$ cat src/rtl/core/dsp_pkg.sv
// Shared constants, types and command/status structs for the shortest-path engine.
`default_nettype none

package dsp_pkg;

    // Build-time sizes of the engine.
    localparam int MAX_NODES   = 16;
    localparam int WEIGHT_BITS = 16;

    // Fixed widths of the item and result fields.
    localparam int NODE_W  = 4;
    localparam int WIN_W   = 16;
    localparam int DIST_W  = 20;
    localparam int COUNT_W = 5;

    // Configuration port.
    localparam int PADDR_W = 3;
    localparam int PDATA_W = 32;
    localparam logic REG_NODE_COUNT = 1'b0;
    localparam logic [COUNT_W-1:0] NODE_COUNT_RESET = COUNT_W'(16);

    // Item command codes.
    localparam logic CMD_LOAD = 1'b0;
    localparam logic CMD_RUN  = 1'b1;

    // Derived sizes.
    localparam int IDX_W      = (MAX_NODES > 1) ? $clog2(MAX_NODES) : 1;
    localparam int WADDR_W    = 2 * IDX_W;
    localparam int WDEPTH     = 1 << WADDR_W;
    localparam int RESULT_CAP = (MAX_NODES < 16) ? MAX_NODES : 16;
    localparam int CMP_W      = ((IDX_W > NODE_W) ? IDX_W : NODE_W) + 1;
    localparam int SUM_W      = ((WEIGHT_BITS > DIST_W) ? WEIGHT_BITS : DIST_W) + 1;

    typedef logic [IDX_W-1:0]       t_idx;
    typedef logic [DIST_W-1:0]      t_dist;
    typedef logic [WEIGHT_BITS-1:0] t_weight;

    localparam t_dist DIST_INF = {DIST_W{1'b1}};
    localparam t_dist DIST_SAT = DIST_INF - t_dist'(1);

    // Commands from the controller to the datapath.
    typedef struct packed {
        logic wr_weight;  // write one weight into the matrix memory
        logic init;       // clear the run tables and seed the start node
        logic clr_sel;    // rewind the index and forget the current best node
        logic sel_step;   // examine one node in the least-cost search
        logic mark;       // mark the chosen node visited, rewind the index
        logic rel_step;   // fetch one weight of the chosen node's row
        logic emit;       // load one result into the output register
    } t_cmd;

    // Status from the datapath to the controller.
    typedef struct packed {
        logic idx_last;   // the index is at the last node in use
        logic best_inf;   // the chosen node is unreachable
        logic out_free;   // the output register can take a result this cycle
    } t_status;

endpackage

`default_nettype wire

$ cat src/rtl/core/dsp_ctrl.sv
// Sequencing state machine for loads, search rounds, relaxation and result output.
`default_nettype none

module dsp_ctrl
    import dsp_pkg::*;
(
    input  wire logic    i_clk,
    input  wire logic    i_rst_n,
    input  wire logic    i_valid,
    input  wire logic    i_command,
    input  wire t_idx    i_nm1,
    input  wire t_status i_status,
    output logic         o_stall,
    output t_cmd         o_cmd
);

    localparam logic [2:0] S_IDLE  = 3'd0;
    localparam logic [2:0] S_SEL   = 3'd1;
    localparam logic [2:0] S_MARK  = 3'd2;
    localparam logic [2:0] S_REL   = 3'd3;
    localparam logic [2:0] S_RND   = 3'd4;
    localparam logic [2:0] S_EMIT  = 3'd5;
    localparam logic [2:0] S_DRAIN = 3'd6;

    logic [2:0] r_state, n_state;
    t_idx       r_round, n_round;

    always_comb begin
        n_state = r_state;
        n_round = r_round;
        o_cmd   = '0;
        case (r_state)
            S_IDLE: begin
                if (i_valid) begin
                    if (i_command == CMD_LOAD) begin
                        o_cmd.wr_weight = 1'b1;
                    end else begin
                        o_cmd.init = 1'b1;
                        n_round    = '0;
                        n_state    = S_SEL;
                    end
                end
            end
            S_SEL: begin
                o_cmd.sel_step = 1'b1;
                if (i_status.idx_last) begin
                    n_state = S_MARK;
                end
            end
            S_MARK: begin
                o_cmd.mark = 1'b1;
                // An unreachable pick relaxes nothing.
                n_state = i_status.best_inf ? S_RND : S_REL;
            end
            S_REL: begin
                o_cmd.rel_step = 1'b1;
                if (i_status.idx_last) begin
                    n_state = S_RND;
                end
            end
            S_RND: begin
                o_cmd.clr_sel = 1'b1;
                if (r_round == i_nm1) begin
                    n_state = S_EMIT;
                end else begin
                    n_round = r_round + t_idx'(1);
                    n_state = S_SEL;
                end
            end
            S_EMIT: begin
                if (i_status.out_free) begin
                    o_cmd.emit = 1'b1;
                    if (i_status.idx_last) begin
                        n_state = S_DRAIN;
                    end
                end
            end
            S_DRAIN: begin
                if (i_status.out_free) begin
                    n_state = S_IDLE;
                end
            end
            default: begin
                n_state = S_IDLE;
            end
        endcase
    end

    assign o_stall = (r_state != S_IDLE);

    always_ff @(posedge i_clk) begin
        if (!i_rst_n) begin
            r_state <= S_IDLE;
            r_round <= '0;
        end else begin
            r_state <= n_state;
            r_round <= n_round;
        end
    end

endmodule

`default_nettype wire

$ cat config.mk
export PLATFORM = sky130hd
export DESIGN_NAME = dsp_ctrl
export DESIGN_NICKNAME = d
export VERILOG_FILES = /design/src/rtl/core/dsp_pkg.sv /design/src/rtl/core/dsp_ctrl.sv
export SDC_FILE = /design/constraint.sdc
export NUM_CORES = 1
export LEC_CHECK = 0
export ABC_AREA = 0
export BUFFER_PORTS_ARGS = -buffer_cell sky130_fd_sc_hd__buf_2
export CAP_MARGIN = 40
export CORE_AREA = 2 2 39 41
export CTS_BUF_LIST = sky130_fd_sc_hd__clkbuf_4 sky130_fd_sc_hd__clkbuf_8
export CTS_CLUSTER_DIAMETER = 200
export CTS_CLUSTER_SIZE = 16
export DETAILED_ROUTE_END_ITERATION = 7
export DIE_AREA = 0 0 41 43
export HOLD_SLACK_MARGIN = 0.03
export PLACE_DENSITY = 0.67
export SYNTH_ARGS = -nofsm -noshare
export SYNTH_HDL_FRONTEND = slang
export SYNTH_SLANG_ARGS = --single-unit
$ cat constraint.sdc
create_clock -name i_clk -period 2.77 [get_ports i_clk]
set_input_delay 0 -clock i_clk [delete_from_list [all_inputs] [get_ports i_clk]]
set_output_delay 0 -clock i_clk [all_outputs]
set_load 0.005 [all_outputs]
==> run summary <==
GRT
--------------------------------------------------------------------------------
Global-route usage over all layers                                         15.2%
Wire length of the first global-routing pass                             1860 um
Largest net degree at the start of global routing                             18
Number of global-route vias before repair                                    457
Antenna violations before repair                                               0
Congestion Overflow GR                                                         0

SETUP PATH
--------------------------------------------------------------------------------
Critical Path, Cell by Cell                                         nor3b_4 > o41ai_2 > or3_1 > a21oi_1
Worst Reg2Reg Path Length in Cells                                             4
Cell type of the slowest stage on the worst timing path             sky130_fd_sc_hd__dfxtp_1
Critical path data arrival time                                          1.81 ns
Highest fanout seen on the critical path                                      17
Critical path required time                                              2.95 ns
Type of origin of the critical path                                    flip-flop
Kind of critical path                                               flip-flop to flip-flop
Critical path capture point type                                       flip-flop
Critical Path Max Stage Delay                                            0.61 ns

HOLD PATH
--------------------------------------------------------------------------------
Hold WC Path Type                                                   input pin to flip-flop
Worst Hold Path Cells                                                          3

FLOORPLANNING
--------------------------------------------------------------------------------
IO Pins                                                                       19
Initial Utilization                                                        38.7%
Site Rows                                                                     14
Die width                                                                  41 um
Die area                                                            0.00176 sq mm
Die Y-Extent                                                               43 um
Core area                                                           0.00138 sq mm

SYNTHESIS
--------------------------------------------------------------------------------
Synthesized area per cell                                             7.65 sq um
Number of warnings reported in the yosys synthesis log                         0
Top cell type by total area after synthesis                         sky130_fd_sc_hd__dfxtp_1
Fraction of synthesized cell area taken by the top area cell type          26.2%
Unique cell type count in the Yosys netlist                                   28
Synthesized Nets                                                              82
Share of the yosys chip area belonging to registers                        26.2%
Flop and latch count out of synthesis                                          7
Post-synthesis instance area                                           536 sq um
Cells taking the most area after synthesis                          sky130_fd_sc_hd__dfxtp_1, sky130_fd_sc_hd__nor3b_1, sky130_fd_sc_hd__o21ai_0, sky130_fd_sc_hd__xor2_1, sky130_fd_sc_hd__a21oi_1
Instance count of the mapped netlist                                          70

STA
--------------------------------------------------------------------------------
Final setup violating endpoints                                                0
Setup repair after global routing missed its margin                           no
Number of pins with negative max-slew slack in the final report                0
Post-route worst setup slack                                             1.14 ns
Actual slew at the worst max-slew pin                                   0.616 ns
Fmax                                                                     614 MHz
Slew headroom                                                              58.5%
Fin Clk Skew                                                          0.00288 ns
Final-report hold violation count                                              0
Final TNS setup                                                             0 ns
Fin crit period                                                          1.63 ns
Share of the clock period used by the worst path                           58.8%

CELLS AND AREA
--------------------------------------------------------------------------------
Finished Core Util                                                         47.5%
Final-stage net count                                                        101
Final non-filler cell total                                                  104
Layout cells sized above 1                                                 27.3%
Leading cell type in the layout, fill and taps excluded             sky130_fd_sc_hd__buf_2
Top library cells by usage in the layout, fill and taps aside       sky130_fd_sc_hd__buf_2, sky130_fd_sc_hd__o21ai_0, sky130_fd_sc_hd__dfxtp_1
Area growth from synthesis to layout                                       22.7%
Antenna fix cells                                                              0

PLACEMENT
--------------------------------------------------------------------------------
Cell count after placement                                                   100
Final HPWL DP                                                             900 um
Port buffer count                                                             18
Global placer's final weighted congestion                                  0.801
Worst slack at placement                                                 1.16 ns

CTS
--------------------------------------------------------------------------------
Post-CTS setup buffers                                                         0
Cell at the root of the clock tree                                  sky130_fd_sc_hd__clkbuf_4
CTS HTree Levels                                                               1
Hold-fix buffer count after cts                                                0
Total clock buffers created by CTS                                             3
Deepest clock path buffer count                                                2
Worst skew pair latency                                                  0.25 ns
Clock tree from TritonCTS                                                  built
Resize count post-CTS                                                          0
Clock Pin Slew Worst Setup and Hold Paths                                0.05 ns
Number of sinks handled by clock tree synthesis                                7

DETAILED ROUTING
--------------------------------------------------------------------------------
Via Count                                                                    529
DRC marker count from the first detailed-route iteration                       4
Per-cell routed wire length                                              11.2 um
Post-detailed-route count of antenna-violating nets                            0
Via-to-Cell Ratio                                                           5.09
Total detailed-routing wirelength                                        1160 um
Remaining DRCs                                                                 0
First-pass iteration count of the detailed router                              4

POWER
--------------------------------------------------------------------------------
Max IR drop VDD                                                         0.286 mV
P per Cell Area                                                      386 mW/mm^2
Static leakage                                                          0.293 nW

JOB
--------------------------------------------------------------------------------
Total of max-cap violations                                                    0

STATUS
--------------------------------------------------------------------------------
Outcome                                                             complete, no violations

## registers in the layout (all words and copies together), names as in the netlist
register	count
r_round	4
r_state	3
## synth_stat cells
cell and number:
sky130_fd_sc_hd__a21boi_0 1, sky130_fd_sc_hd__a21oi_1 4, sky130_fd_sc_hd__a221oi_1 1, sky130_fd_sc_hd__a31oi_1 1, sky130_fd_sc_hd__and3_1 2, sky130_fd_sc_hd__buf_2 1
sky130_fd_sc_hd__clkbuf_1 3, sky130_fd_sc_hd__dfxtp_1 7, sky130_fd_sc_hd__ha_1 1, sky130_fd_sc_hd__inv_1 2, sky130_fd_sc_hd__nand2_1 5, sky130_fd_sc_hd__nand2b_1 2
sky130_fd_sc_hd__nand3_1 4, sky130_fd_sc_hd__nor2_1 5, sky130_fd_sc_hd__nor2b_1 3, sky130_fd_sc_hd__nor3_1 1, sky130_fd_sc_hd__nor3b_1 5, sky130_fd_sc_hd__nor3b_4 1
sky130_fd_sc_hd__o211a_1 1, sky130_fd_sc_hd__o21a_1 1, sky130_fd_sc_hd__o21ai_0 7, sky130_fd_sc_hd__o221ai_1 1, sky130_fd_sc_hd__o22ai_1 1, sky130_fd_sc_hd__o311ai_0 1
sky130_fd_sc_hd__o41ai_2 1, sky130_fd_sc_hd__or3_1 3, sky130_fd_sc_hd__or4_1 1, sky130_fd_sc_hd__xor2_1 4
## path summary, 6_finish.rpt
check	from	end	slack, ns
worst max-delay path	r_state[2]	r_round[3]	1.14
worst min-delay path	i_status[2]	r_state[1]	0.07
worst max register to register	r_state[2]	r_round[3]	1.14
worst min register to register	r_round[3]	r_round[3]	0.50
## cell families (layout without fill, tap and decap cells)
kind of cell | count (synthesis) | after routing | share of synthesized area, %
flip-flops | 7 | 7 | 26.2
buffers and inverters | 6 | 24 | 4.44
adder cells (fa/ha/maj) | 1 | 1 | 2.34
AO/OA/AOI/OAI | 20 | 20 | 25.2
XOR/XNOR | 4 | 4 | 6.54
AND/OR/NAND/NOR | 32 | 32 | 35.3
## layout make-up
cell class	instances	area (sq um)
clock buffer	3	22.5
timing repair buffer	18	90.1
tap	16	20.0
sequential	7	140
fill	144	727
clock inverter	1	5.00
multi-input combinational	57	372
inverter	2	7.51
## power breakdown
part / leakage, nW / internal [mW] / switching, mW / total, mW
logic: 0.218 / 0.0245 / 0.0260 / 0.0505
clock network: 0.0177 / 0.0527 / 0.0373 / 0.0900
registers: 0.0567 / 0.104 / 0.00925 / 0.113
total: 0.293 / 0.181 / 0.0725 / 0.253
## worst max-delay path: cells and delay by family, from the launching register on
| family | cells | cell delay [ns] |
|---|---|---|
| AND/OR/NAND/NOR | 2 | 0.65 |
| flip-flops | 1 | 0.61 |
| AO/OA/AOI/OAI | 2 | 0.29 |
## stage by stage
stage | power [mW] | area, sq um | hold WS [ns]
2_1_floorplan | 0.145 | 536 | 0.0332
3_3_place_gp | 0.165 | 629 | 0.236
3_5_place_dp | 0.166 | 629 | 0.242
4_1_cts | 0.259 | 657 | 0.0578
5_1_grt | 0.275 | 657 | 0.0697
6_report | 0.253 | 657 | 0.0652
## metal layers
metal,up-vias,wire length [um],GRT usage [%]
met4,0,0,4.00
li1,292,-,-
met3,0,32,6.28
met2,6,546,23.1
met5,-,0,0
met1,231,583,19.1
Power figures use the tool's default switching activity.
